--- src/hdl/hfpp_pkg.sv ---
// Shared types, character codes and the hex-digit decode for the frame pair parser.
`default_nettype none

package hfpp_pkg;

    // Character codes of the serial protocol
    localparam logic [7:0] TAG_FIRST = 8'h67;  // 'g'
    localparam logic [7:0] TAG_LAST  = 8'h7A;  // 'z'
    localparam logic [7:0] TAG_CUR_L = 8'h69;  // 'i'
    localparam logic [7:0] TAG_CUR_R = 8'h6A;  // 'j'
    localparam logic [7:0] TAG_ODO_L = 8'h6C;  // 'l'
    localparam logic [7:0] TAG_ODO_R = 8'h72;  // 'r'
    localparam logic [7:0] DIG_0     = 8'h30;  // '0'
    localparam logic [7:0] DIG_9     = 8'h39;  // '9'
    localparam logic [7:0] DIG_A     = 8'h41;  // 'A'
    localparam logic [7:0] DIG_F     = 8'h46;  // 'F'

    // Frame position: no frame open, then tag plus 0..3 digits gathered
    localparam logic [2:0] POS_IDLE  = 3'd0;
    localparam logic [2:0] POS_FIRST = 3'd1;
    localparam logic [2:0] POS_LAST  = 3'd4;

    // Pair kinds on the result channel
    localparam logic PAIR_CURRENT  = 1'b0;
    localparam logic PAIR_ODOMETRY = 1'b1;

    // Channel class of a tag byte; any tag not listed is a dropped channel
    typedef enum logic [2:0] {
        CH_OTHER,
        CH_CUR_L,
        CH_CUR_R,
        CH_ODO_L,
        CH_ODO_R
    } t_chan;

    // Classified byte passed from the front to the back
    typedef struct packed {
        logic       is_tag;
        t_chan      chan;
        logic [3:0] nib;
    } t_tok;

    // Decode one byte as an upper-case hex digit; anything else reads as zero
    function automatic logic [3:0] hex_nibble(input logic [7:0] b);
        logic [7:0] d;
        d = 8'd0;
        if (b >= DIG_0 && b <= DIG_9) begin
            d = b - DIG_0;
        end else if (b >= DIG_A && b <= DIG_F) begin
            d = b - DIG_A + 8'd10;
        end
        return d[3:0];
    endfunction

    // Map a tag byte onto its channel class
    function automatic t_chan chan_of(input logic [7:0] b);
        t_chan c;
        unique case (b)
            TAG_CUR_L: c = CH_CUR_L;
            TAG_CUR_R: c = CH_CUR_R;
            TAG_ODO_L: c = CH_ODO_L;
            TAG_ODO_R: c = CH_ODO_R;
            default:   c = CH_OTHER;
        endcase
        return c;
    endfunction

endpackage

`default_nettype wire

--- src/hdl/hex_frame_pair_parser_unit.sv ---
// Hex frame pair parser: top level joining front end, token queue and back end.
//
// Input channel: one received byte per beat on i_rx_byte, qualified by
// i_in_valid and held off by o_in_stall. Tag bytes 'g'..'z' open a frame;
// the next four bytes are upper-case hex digits of a 16-bit value.
// Output channel: one pair per beat on o_pair_kind, o_left_value and
// o_right_value, qualified by o_out_valid and held off by i_out_stall.
// A pair is produced when a right frame ('j' or 'r') completes while its
// left value ('i' or 'l') is pending.
// Throughput: one byte per cycle while o_in_stall is low. The back end retires one token per cycle
// while the result register is free or being drained.
// Path: the byte completing a right frame is written into the token queue,
// then retired by the back end into the result register; tokens still
// waiting ahead of it in the queue are retired first.
// When the receiver stalls, the result register holds its beat, the back end
// stops, and the QUEUE_DEPTH-entry token queue absorbs further bytes before
// o_in_stall rises.
// Reset (synchronous, active low) closes any frame, clears the pending left
// values and empties the queue and the result register.
`default_nettype none

module hex_frame_pair_parser_unit #(
    parameter int QUEUE_DEPTH = 4
) (
    input  wire logic        i_clk,
    input  wire logic        i_rst_n,
    input  wire logic        i_in_valid,
    output logic             o_in_stall,
    input  wire logic [7:0]  i_rx_byte,
    output logic             o_out_valid,
    input  wire logic        i_out_stall,
    output logic             o_pair_kind,
    output logic [15:0]      o_left_value,
    output logic [15:0]      o_right_value
);

    hfpp_pkg::t_tok w_in_tok;
    hfpp_pkg::t_tok w_head;
    logic           w_push;
    logic           w_pop;
    logic           w_head_valid;
    logic           w_full;

    // Classify incoming bytes
    hfpp_front u_front (
        .i_in_valid (i_in_valid),
        .i_rx_byte  (i_rx_byte),
        .i_q_full   (w_full),
        .o_tok      (w_in_tok),
        .o_push     (w_push),
        .o_in_stall (o_in_stall)
    );

    // Buffer tokens between the two halves
    hfpp_queue #(
        .DEPTH (QUEUE_DEPTH)
    ) u_queue (
        .i_clk        (i_clk),
        .i_rst_n      (i_rst_n),
        .i_push       (w_push),
        .i_tok        (w_in_tok),
        .i_pop        (w_pop),
        .o_head       (w_head),
        .o_head_valid (w_head_valid),
        .o_full       (w_full)
    );

    // Track frames and emit pairs
    hfpp_back u_back (
        .i_clk         (i_clk),
        .i_rst_n       (i_rst_n),
        .i_tok         (w_head),
        .i_tok_valid   (w_head_valid),
        .o_pop         (w_pop),
        .o_out_valid   (o_out_valid),
        .i_out_stall   (i_out_stall),
        .o_pair_kind   (o_pair_kind),
        .o_left_value  (o_left_value),
        .o_right_value (o_right_value)
    );

`ifndef SYNTHESIS
    // A fresh result only follows a token retired by the back end
    a_result_from_pop: assert property (@(posedge i_clk) disable iff (!i_rst_n)
        $rose(o_out_valid) |-> $past(w_pop))
        else $error("result appeared without a retired token");

    // An accepted byte is queued for the back end on the next cycle
    a_accept_queued: assert property (@(posedge i_clk) disable iff (!i_rst_n)
        (i_in_valid && !o_in_stall) |=> w_head_valid)
        else $error("accepted byte missing from the queue");

    // No result straight out of reset
    a_reset_quiet: assert property (@(posedge i_clk) disable iff (!i_rst_n)
        $past(!i_rst_n) |-> !o_out_valid)
        else $error("result valid directly after reset");
`endif

endmodule

`default_nettype wire

--- src/hdl/hfpp_front.sv ---
// Front end: accepts received bytes and classifies each one into a tag or digit token.
`default_nettype none

module hfpp_front (
    input  wire logic          i_in_valid,
    input  wire logic [7:0]    i_rx_byte,
    input  wire logic          i_q_full,
    output hfpp_pkg::t_tok     o_tok,
    output logic               o_push,
    output logic               o_in_stall
);

    logic w_is_tag;

    // Classify the byte: tags open a frame, everything else is a digit candidate
    assign w_is_tag = (i_rx_byte >= hfpp_pkg::TAG_FIRST) && (i_rx_byte <= hfpp_pkg::TAG_LAST);

    always_comb begin
        o_tok.is_tag = w_is_tag;
        o_tok.chan   = w_is_tag ? hfpp_pkg::chan_of(i_rx_byte) : hfpp_pkg::CH_OTHER;
        o_tok.nib    = w_is_tag ? 4'd0 : hfpp_pkg::hex_nibble(i_rx_byte);
    end

    // Hold the sender off while the queue has no room
    assign o_in_stall = i_q_full;
    assign o_push     = i_in_valid && !i_q_full;

endmodule

`default_nettype wire

--- src/hdl/hfpp_queue.sv ---
// Short token queue that decouples the byte front end from the frame back end.
`default_nettype none

module hfpp_queue #(
    parameter int DEPTH = 4
) (
    input  wire logic          i_clk,
    input  wire logic          i_rst_n,
    input  wire logic          i_push,
    input  wire hfpp_pkg::t_tok i_tok,
    input  wire logic          i_pop,
    output hfpp_pkg::t_tok     o_head,
    output logic               o_head_valid,
    output logic               o_full
);

    localparam int PW = $clog2(DEPTH);
    localparam int CW = $clog2(DEPTH + 1);
    localparam logic [PW-1:0] LAST_PTR = PW'(DEPTH - 1);
    localparam logic [CW-1:0] FULL_CNT = CW'(DEPTH);

    hfpp_pkg::t_tok r_mem [DEPTH];
    logic [PW-1:0]  r_wr_ptr, n_wr_ptr;
    logic [PW-1:0]  r_rd_ptr, n_rd_ptr;
    logic [CW-1:0]  r_count,  n_count;

    assign o_head       = r_mem[r_rd_ptr];
    assign o_head_valid = (r_count != '0);
    assign o_full       = (r_count == FULL_CNT);

    // Advance pointers with wrap and track the fill level
    always_comb begin
        n_wr_ptr = r_wr_ptr;
        n_rd_ptr = r_rd_ptr;
        n_count  = r_count;
        if (i_push) begin
            n_wr_ptr = (r_wr_ptr == LAST_PTR) ? '0 : r_wr_ptr + 1'b1;
        end
        if (i_pop) begin
            n_rd_ptr = (r_rd_ptr == LAST_PTR) ? '0 : r_rd_ptr + 1'b1;
        end
        if (i_push && !i_pop) begin
            n_count = r_count + 1'b1;
        end else if (!i_push && i_pop) begin
            n_count = r_count - 1'b1;
        end
    end

    always_ff @(posedge i_clk) begin
        if (!i_rst_n) begin
            r_wr_ptr <= '0;
            r_rd_ptr <= '0;
            r_count  <= '0;
        end else begin
            r_wr_ptr <= n_wr_ptr;
            r_rd_ptr <= n_rd_ptr;
            r_count  <= n_count;
        end
    end

    // Store the incoming token
    always_ff @(posedge i_clk) begin
        if (i_push) begin
            r_mem[r_wr_ptr] <= i_tok;
        end
    end

endmodule

`default_nettype wire

--- src/hdl/hfpp_back.sv ---
// Back end: frame tracking, hex accumulation, left-value stores and the result register.
`default_nettype none

module hfpp_back (
    input  wire logic          i_clk,
    input  wire logic          i_rst_n,
    input  wire hfpp_pkg::t_tok i_tok,
    input  wire logic          i_tok_valid,
    output logic               o_pop,
    output logic               o_out_valid,
    input  wire logic          i_out_stall,
    output logic               o_pair_kind,
    output logic [15:0]        o_left_value,
    output logic [15:0]        o_right_value
);

    logic [2:0]      r_pos,      n_pos;
    hfpp_pkg::t_chan r_chan,     n_chan;
    logic [15:0]     r_acc,      n_acc;
    logic            r_cur_pend, n_cur_pend;
    logic [15:0]     r_cur_left, n_cur_left;
    logic            r_odo_pend, n_odo_pend;
    logic [15:0]     r_odo_left, n_odo_left;
    logic            r_out_valid, n_out_valid;
    logic            r_kind,     n_kind;
    logic [15:0]     r_left,     n_left;
    logic [15:0]     r_right,    n_right;
    logic [15:0]     w_value;
    logic            w_emit;

    // Take a token whenever the result register is free or being drained
    assign o_pop   = i_tok_valid && (!r_out_valid || !i_out_stall);
    assign w_value = {r_acc[11:0], i_tok.nib};

    always_comb begin
        n_pos      = r_pos;
        n_chan     = r_chan;
        n_acc      = r_acc;
        n_cur_pend = r_cur_pend;
        n_cur_left = r_cur_left;
        n_odo_pend = r_odo_pend;
        n_odo_left = r_odo_left;
        n_kind     = r_kind;
        n_left     = r_left;
        n_right    = r_right;
        w_emit     = 1'b0;
        if (o_pop) begin
            if (i_tok.is_tag) begin
                // Open a fresh frame, dropping any frame in progress
                n_chan = i_tok.chan;
                n_acc  = '0;
                n_pos  = hfpp_pkg::POS_FIRST;
            end else if (r_pos != hfpp_pkg::POS_IDLE) begin
                n_acc = w_value;
                if (r_pos == hfpp_pkg::POS_LAST) begin
                    // Frame complete: store a left value or pair up a right one
                    n_pos = hfpp_pkg::POS_IDLE;
                    unique case (r_chan)
                        hfpp_pkg::CH_CUR_L: begin
                            n_cur_left = w_value;
                            n_cur_pend = 1'b1;
                        end
                        hfpp_pkg::CH_CUR_R: begin
                            if (r_cur_pend) begin
                                n_cur_pend = 1'b0;
                                w_emit     = 1'b1;
                                n_kind     = hfpp_pkg::PAIR_CURRENT;
                                n_left     = r_cur_left;
                                n_right    = w_value;
                            end
                        end
                        hfpp_pkg::CH_ODO_L: begin
                            n_odo_left = w_value;
                            n_odo_pend = 1'b1;
                        end
                        hfpp_pkg::CH_ODO_R: begin
                            if (r_odo_pend) begin
                                n_odo_pend = 1'b0;
                                w_emit     = 1'b1;
                                n_kind     = hfpp_pkg::PAIR_ODOMETRY;
                                n_left     = r_odo_left;
                                n_right    = w_value;
                            end
                        end
                        default: begin
                        end
                    endcase
                end else begin
                    n_pos = r_pos + 3'd1;
                end
            end
        end
        // Load a new result, or clear the register once its beat is taken
        if (w_emit) begin
            n_out_valid = 1'b1;
        end else if (!i_out_stall) begin
            n_out_valid = 1'b0;
        end else begin
            n_out_valid = r_out_valid;
        end
    end

    always_ff @(posedge i_clk) begin
        if (!i_rst_n) begin
            r_pos       <= hfpp_pkg::POS_IDLE;
            r_chan      <= hfpp_pkg::CH_OTHER;
            r_acc       <= '0;
            r_cur_pend  <= 1'b0;
            r_cur_left  <= '0;
            r_odo_pend  <= 1'b0;
            r_odo_left  <= '0;
            r_out_valid <= 1'b0;
        end else begin
            r_pos       <= n_pos;
            r_chan      <= n_chan;
            r_acc       <= n_acc;
            r_cur_pend  <= n_cur_pend;
            r_cur_left  <= n_cur_left;
            r_odo_pend  <= n_odo_pend;
            r_odo_left  <= n_odo_left;
            r_out_valid <= n_out_valid;
        end
    end

    // Result payload; changes only when a new pair is loaded
    always_ff @(posedge i_clk) begin
        r_kind  <= n_kind;
        r_left  <= n_left;
        r_right <= n_right;
    end

    assign o_out_valid   = r_out_valid;
    assign o_pair_kind   = r_kind;
    assign o_left_value  = r_left;
    assign o_right_value = r_right;

endmodule

`default_nettype wire
--- config.mk ---
export PLATFORM = sky130hd
export DESIGN_NAME = hex_frame_pair_parser_unit
export DESIGN_NICKNAME = d
export VERILOG_FILES = /design/src/hdl/hfpp_pkg.sv /design/src/hdl/hex_frame_pair_parser_unit.sv /design/src/hdl/hfpp_front.sv /design/src/hdl/hfpp_queue.sv /design/src/hdl/hfpp_back.sv
export SDC_FILE = /design/constraint.sdc
export NUM_CORES = 1
export LEC_CHECK = 0
export BUFFER_PORTS_ARGS = -buffer_cell sky130_fd_sc_hd__buf_2
export CAP_MARGIN = 20
export CORE_ASPECT_RATIO = 1.1
export CORE_MARGIN = 4
export CORE_UTILIZATION = 46
export CTS_BUF_LIST = sky130_fd_sc_hd__clkbuf_4 sky130_fd_sc_hd__clkbuf_8 sky130_fd_sc_hd__clkbuf_16
export DETAILED_ROUTE_END_ITERATION = 10
export MAX_ROUTING_LAYER = met4
export PLACE_DENSITY = 0.78
export SLEW_MARGIN = 20
export SYNTH_ARGS = -nofsm -noshare
export SYNTH_HDL_FRONTEND = slang
export SYNTH_SLANG_ARGS = --single-unit
export TNS_END_PERCENT = 50
--- constraint.sdc ---
create_clock -name i_clk -period 4.44 [get_ports i_clk]
set_input_delay 0.444 -clock i_clk [delete_from_list [all_inputs] [get_ports i_clk]]
set_output_delay 0.444 -clock i_clk [all_outputs]
set_load 0.005 [all_outputs]
==> results of run 1 <==
==> critical path, stage by stage (launching register included) <==
cell,delay [ps]
dfxtp_1,350
nor3_1,610
nor2_1,250
inv_1,220
ha_1,230
inv_1,70
fa_1,440
xor2_1,160
or3_1,320
a21oi_1,140
==> per-stage QoR <==
stage / hold slack, ps / utilization
final: 343 / 0.554
after global routing: 362 / 0.554
after CTS: 327 / 0.554
after detailed placement: 467 / 0.500
after global placement: 450 / 0.499
after floorplan: 441 / -
==> cell families (layout without fill, tap and decap cells) <==
kind of cell / Yosys count / in the layout
AOI/OAI and AO/OA: 104 / 104
xor gates and xnor gates: 2 / 2
adders and majority gates: 14 / 14
buffers and inverters: 38 / 93
DFF: 127 / 127
muxes: 29 / 29
and+or+nand+nor: 98 / 98
==> path summary, 6_finish.rpt <==
path | start | end | slack [ps] | cells after the start
worst min-delay path | i_rst_n | u_queue.r_wr_ptr[0]$_SDFFE_PN0P_ | 340 | 3
worst max-delay path | u_queue.r_count[0]$_SDFFE_PN0P_ | u_queue.r_count[2]$_SDFFE_PN0P_ | 1580 | 9
worst max register to register | u_queue.r_count[0]$_SDFFE_PN0P_ | u_queue.r_count[2]$_SDFFE_PN0P_ | 1580 | 9
worst min register to register | u_back.r_cur_left[12]$_SDFFE_PN0P_ | u_back.r_cur_left[12]$_SDFFE_PN0P_ | 480 | 2
==> layout make-up <==
type	instances	share of cell area
clock buffer	18	0.0723
clock inverter	14	0.0258
inverter	11	0.00680
multi-input combinational	247	0.296
sequential	127	0.526
tap	147	0.0303
timing repair buffer	50	0.0429
==> layout by cell type (no fill, tap or decap), types with 5 or more instances in the layout <==
cell type / instances
buf_2: 46
nand3_1: 37
inv_1: 11
mux2_2: 17
and2_1: 6
mux4_1: 7
edfxtp_1: 65
a21oi_1: 45
inv_6: 5
a22o_1: 14
ha_1: 13
dfxtp_1: 62
nand2_1: 17
clkbuf_16: 17
nor2_1: 8
o21ai_1: 28
o21ai_0: 7
==> synth_stat cells, types with 2 or more instances <==
| library cell | instances | share of area |
|---|---|---|
| o21ai_0 | 7 | 0.0068 |
| buf_2 | 3 | 0.0029 |
| nand2_1 | 17 | 0.012 |
| nor3_1 | 5 | 0.0048 |
| nand3b_1 | 2 | 0.0029 |
| nand3_1 | 37 | 0.036 |
| a31oi_1 | 2 | 0.0024 |
| dfxtp_1 | 62 | 0.24 |
| clkbuf_1 | 18 | 0.013 |
| xor2_1 | 2 | 0.0034 |
| ha_1 | 13 | 0.031 |
| o21ai_1 | 28 | 0.027 |
| a21oi_1 | 45 | 0.044 |
| nor2b_1 | 2 | 0.0024 |
| a22o_1 | 14 | 0.024 |
| nor2_1 | 8 | 0.0058 |
| nor3b_1 | 4 | 0.0058 |
| mux4_1 | 7 | 0.036 |
| a21o_1 | 2 | 0.0029 |
| mux2_2 | 17 | 0.037 |
| edfxtp_1 | 65 | 0.38 |
| inv_1 | 11 | 0.0080 |
| or3b_2 | 2 | 0.0034 |
| buf_6 | 5 | 0.011 |
| and2_1 | 6 | 0.0073 |
| nand2b_1 | 3 | 0.0036 |
| or3_1 | 2 | 0.0024 |
| mux2i_1 | 4 | 0.0077 |
==> flip-flops by register name, indices dropped and copies added (netlist names), named ones only <==
signal,cells
u_back.r_cur_pend,1
u_back.r_acc,12
u_back.r_odo_left,16
u_queue.r_mem,32
u_back.o_right_value,16
u_back.r_cur_left,16
u_back.o_out_valid,1
u_back.r_odo_pend,1
u_back.o_left_value,16
u_queue.r_count,3
u_back.o_pair_kind,1
u_queue.r_rd_ptr,2
u_queue.r_wr_ptr,2
u_back.r_pos,3
u_back.r_chan,3
==> power groups by stage <==
stage	clock [µW]	combinational, µW	sequential, µW
2_1_floorplan	0	428	1380
3_3_place_gp	0	476	1420
3_5_place_dp	0	498	1430
4_1_cts	1390	502	1410
5_1_grt	1440	550	1420
6_report	1370	503	1400
==> per-layer routing <==
layer / up-vias / wire [µm]
li1: 1626 / -
met1: 1632 / 4040
met2: 123 / 5180
met3: 24 / 528
met4: 0 / 327
met5: - / 0
==> flow_summary_export.csv, run 1 <==
group,metric,value,unit
global_routing,grt_pass1_wl,16300,µm
synth,synth_fa_ha_area_frac,0.0353,
layout,stdcell_count,614,
setup_path,arrival,3200,ps
power,p_sw,914,µW
placement,gp_congestion,0.821,
synth,syn_area,5170,µm²
global_routing,grt_pass1_vias,3311,
setup_path,critPathLaunchType,"register",
setup_path,worst_setup_path_end_kind,"register",
synth,synthXorXnorAreaFrac,0.00339,
setup_path,cp.required,4780,ps
layout,seq_area,3190,µm²
synth,synth_flop_cell,"edfxtp_1",
placement,io_buffers,46,
run,drv_cap,0,
global_routing,use_met1,0.196,
synth,synth_top_family_by_area,"compound AO/OA/AOI/OAI gates",
synth,ys_ff_latch,127,
synth,ys_seq_area_frac,0.617,
layout,drive_gt1_frac,0.231,
power,pwr-share-seq,0.429,
timing,final-max-slew-violation-count,0,
global_routing,grt_max_degree,46,
route,drc_errors,0,
power,swShare,0.279,
route,wl_per_cell,16.4,µm
cts,numCtsBuffers,17,
power,total_power,3280,µW
floorplan,ios,47,
cts,h-tree-depth,4,
timing,slew_headroom,0.495,
synth,ys_async_sr_fraction,0,
power,internal_power,2360,µW
power,powerDensity,540,nW/µm²
timing,finalCriticalPeriod,2860,ps
layout,diodes,0,
layout,design_area,6070,µm²
placement,placed_area,5480,µm²
synth,avgSynthCellArea,12.6,µm²
cts,cts_setup_buffers,0,
placement,dp.cells,582,
setup_path,crit_type,"reg2reg",
synth,synth_edf_count,65,
timing,rsz0062_at_grt,"false",
timing,post-route-period-util,0.643,
floorplan,fp.dieArea,13000,µm²
floorplan,start_util,0.472,
global_routing,grt-ovfl-total,0,
setup_path,crit_fanout,7,
global_routing,use_met3,0.0428,
synth,synth-simple-area-share,0.107,
timing,finalSetupViolations,0,
outcome,status,"complete, no violations",
synth,yosys_warnings,0,
placement,preCtsSetupSlack,1610,ps
power,clock_power_share,0.418,
power,irDropWorstVdd,337,µV
synth,ys_types,47,
route,vias_per_cell,5.55,
timing,tns,0,ps
floorplan,die_x,109,µm
synth,syn_nets,438,
route,routed_wl,10100,µm
timing,fin_ws,1580,ps
timing,finalClockSkew,7.13,ps
worst_hold_path,hold_path.class,"in2reg",
timing,hold_violations,0,
cts,cts.repair.resized,0,
layout,fill_cells,908,
synth,syn-instance-count,412,
placement,dpl.hpwl,6540,µm
route,ant_nets,0,
layout,area_growth,17.4,%
cts,ctsLongestPathBuffers,2,
synth,synthMuxAreaShare,0.0847,
power,leakagePower,0.00223,µW
synth,synth_compound_area_frac,0.116,
cts,cts.sinks,127,
global_routing,grtUsageTotal,0.169,
timing,worstMarginPinSlew,754,ps
floorplan,core,11000,µm²
global_routing,grt_antenna_before_repair,0,
cts,cts_tree,"done",
timing,fmax,350,MHz
global_routing,top_usage_layer,"met2",
power,combPwrFrac,0.153,
floorplan,fp.dieH,119,µm
layout,multi_input_area,1800,µm²
cts,postCtsHoldBufs,0,
floorplan,rows,40,
route,first_iter_violations,172,
global_routing,gr-usage-met2,0.270,
cts,clk_latency,410,ps
route,dr.pass1.iters,5,
layout,final_nets,480,
cts,clockRootBuffer,"clkbuf_16",
cts,clk_pin_slew,60,ps
route,via_count,3405,
No activity file was read; power rests on OpenSTA's default activity.
==> inputs of run 2 (changes only) <==
--- a/config.mk
+++ b/config.mk
@@ -13,7 +13,7 @@
 export CTS_BUF_LIST = sky130_fd_sc_hd__clkbuf_4 sky130_fd_sc_hd__clkbuf_8 sky130_fd_sc_hd__clkbuf_16
 export DETAILED_ROUTE_END_ITERATION = 10
 export MAX_ROUTING_LAYER = met4
-export PLACE_DENSITY = 0.78
+export PLACE_DENSITY = 0.75
 export SLEW_MARGIN = 20
 export SYNTH_ARGS = -nofsm -noshare
 export SYNTH_HDL_FRONTEND = slang
==> constraint.sdc (replaced) <==
create_clock -name i_clk -period 2.9 [get_ports i_clk]
set_input_delay 0.29 -clock i_clk [delete_from_list [all_inputs] [get_ports i_clk]]
set_output_delay 0.29 -clock i_clk [all_outputs]
set_load 0.005 [all_outputs]
==> flow_summary_export.csv, run 2 (synthesis gave the netlist of run 1 again) <==
group,metric,value,unit
layout,final_common_cell,"edfxtp_1",
layout,area_growth,18.6,%
power,pwr-share-seq,0.416,
setup_path,cp_slowest_cell,"nor3_1",
power,irDropWorstVdd,504,µV
route,dr.pass1.iters,5,
floorplan,rows,40,
placement,gp_congestion,0.797,
power,powerDensity,837,nW/µm²
cts,postCtsHoldBufs,0,
setup_path,crit_buf_inv,2,
global_routing,grt-ovfl-total,0,
route,via_count,3397,
power,swShare,0.260,
global_routing,grt_pass1_vias,3399,
timing,final-max-slew-violation-count,0,
setup_path,cp.required,3240,ps
power,p_sw,1330,µW
route,wl_per_cell,16.6,µm
layout,drive_gt1_frac,0.234,
route,vias_per_cell,5.51,
timing,rsz0062_at_grt,"false",
route,routed_wl,10300,µm
power,clock_power_share,0.426,
setup_path,worst_setup_path_end_kind,"register",
placement,io_buffers,46,
floorplan,ios,47,
floorplan,core,11000,µm²
cts,h-tree-depth,4,
layout,fill_cells,895,
setup_path,arrival,2970,ps
power,leakagePower,0.00228,µW
timing,finalClockSkew,7.84,ps
cts,cts.sinks,127,
floorplan,fp.dieH,119,µm
floorplan,fp.dieArea,13000,µm²
setup_path,crit_chain,"nor3_1 -> nor2_1 -> inv_1 -> ha_1 -> inv_1 -> fa_1 -> xor2_1 -> or3_1 -> a21oi_1",
global_routing,grtUsageTotal,0.175,
cts,cts_tree,"done",
timing,post-route-period-util,0.909,
global_routing,grt_antenna_before_repair,0,
timing,finalCriticalPeriod,2630,ps
layout,diodes,0,
power,combPwrFrac,0.158,
route,first_iter_violations,139,
layout,largest_register_ffs,32,
cts,clk_latency,410,ps
timing,worstMarginPinSlew,694,ps
placement,dpl.hpwl,6810,µm
cts,ctsLongestPathBuffers,2,
timing,slew_headroom,0.533,
timing,finalSetupViolations,0,
setup_path,critPathMostFrequentCell,"inv_1",
timing,fmax,380,MHz
setup_path,critPathLaunchType,"register",
power,internal_power,3800,µW
cts,clockRootBuffer,"clkbuf_16",
setup_path,critPathMaxStageDelay,590,ps
cts,cts.repair.resized,0,
worst_hold_path,hold_path.class,"in2reg",
route,drc_errors,0,
global_routing,grt_max_degree,35,
setup_path,critPathTopFamily,"simple AND/OR/NAND/NOR gates",
global_routing,grt_pass1_wl,16800,µm
cts,numCtsBuffers,17,
setup_path,crit_fanout,6,
outcome,status,"complete, no violations",
run,drv_cap,0,
cts,cts_setup_buffers,0,
floorplan,start_util,0.472,
setup_path,crit_type,"reg2reg",
timing,tns,0,ps
route,ant_nets,0,
layout,final_cell_mix,"edfxtp_1 (65), dfxtp_1 (62), buf_2 (46)",
cts,clk_pin_slew,50,ps
layout,final_nets,483,
timing,hold_violations,0,
layout,top_register,"u_queue.r_mem",
layout,post-route-util,0.559,
floorplan,die_x,109,µm
-- run 2: changes by cell type in the layout (fill, tap and decap cells not counted), sizes merged --
cell and delta:
clkinv +3, clkbuf +2, bufinv +2, buf +3
inv -5, clkinvlp -2
-- run 2: final cells by class --
cell class / instances / area, µm² / share of cell area
Inverter: 11 / 41.3 / 0.00673
Clock inverter: 12 / 169 / 0.0275
Timing Repair Buffer: 53 / 295 / 0.0482
Clock buffer: 20 / 448 / 0.0730
Multi-Input combinational cell: 247 / 1800 / 0.294
Tap cell: 147 / 184 / 0.0300
Sequential cell: 127 / 3190 / 0.521
-- run 2: per-stage QoR --
step	instance area, µm²	std cells	setup slack (ps)	hold WS (ps)	total power (µW)
2_1_floorplan	5180	412	108	393	2770
3_3_place_gp	5520	585	388	450	2930
3_5_place_dp	5520	585	289	461	2980
4_1_cts	6130	617	267	142	5170
5_1_grt	6130	617	98.6	182	5350
6_report	6130	617	265	155	5130
-- run 2: per-layer routing --
metal / GRT usage / up-vias / share of wire
met5: - / - / 0
met2: 0.284 / 91 / 0.53
met4: 0.0900 / 0 / 0.038
met1: 0.190 / 1652 / 0.39
met3: 0.0580 / 24 / 0.040
li1: - / 1630 / -
-- run 2: worst reg2reg max path, cell delays in order, from the launching register on --
cell,delay (ps)
dfxtp_1,360
nor3_1,590
nor2_1,120
inv_1,180
ha_1,210
inv_1,70
fa_1,430
xor2_1,160
or3_1,310
a21oi_1,140
-- run 2: final timing paths --
| kind | start | endpoint | slack (ps) | cells after the start |
|---|---|---|---|---|
| max reg2reg | u_queue.r_count[0]$_SDFFE_PN0P_ | u_queue.r_count[2]$_SDFFE_PN0P_ | 270 | 9 |
| max | u_queue.r_count[0]$_SDFFE_PN0P_ | u_queue.r_count[2]$_SDFFE_PN0P_ | 270 | 9 |
| min reg2reg | u_back.r_cur_left[12]$_SDFFE_PN0P_ | u_back.r_cur_left[12]$_SDFFE_PN0P_ | 470 | 2 |
| min | i_rst_n | u_back.o_out_valid$_SDFFE_PN0P_ | 150 | 3 |
-- run 2: power groups by stage --
stage | sequential [µW] | combinational [µW] | clock [µW]
3_3_place_gp | 2150 | 777 | 0
4_1_cts | 2130 | 818 | 2210
3_5_place_dp | 2170 | 806 | 0
2_1_floorplan | 2110 | 658 | 0
5_1_grt | 2150 | 896 | 2310
6_report | 2130 | 813 | 2190
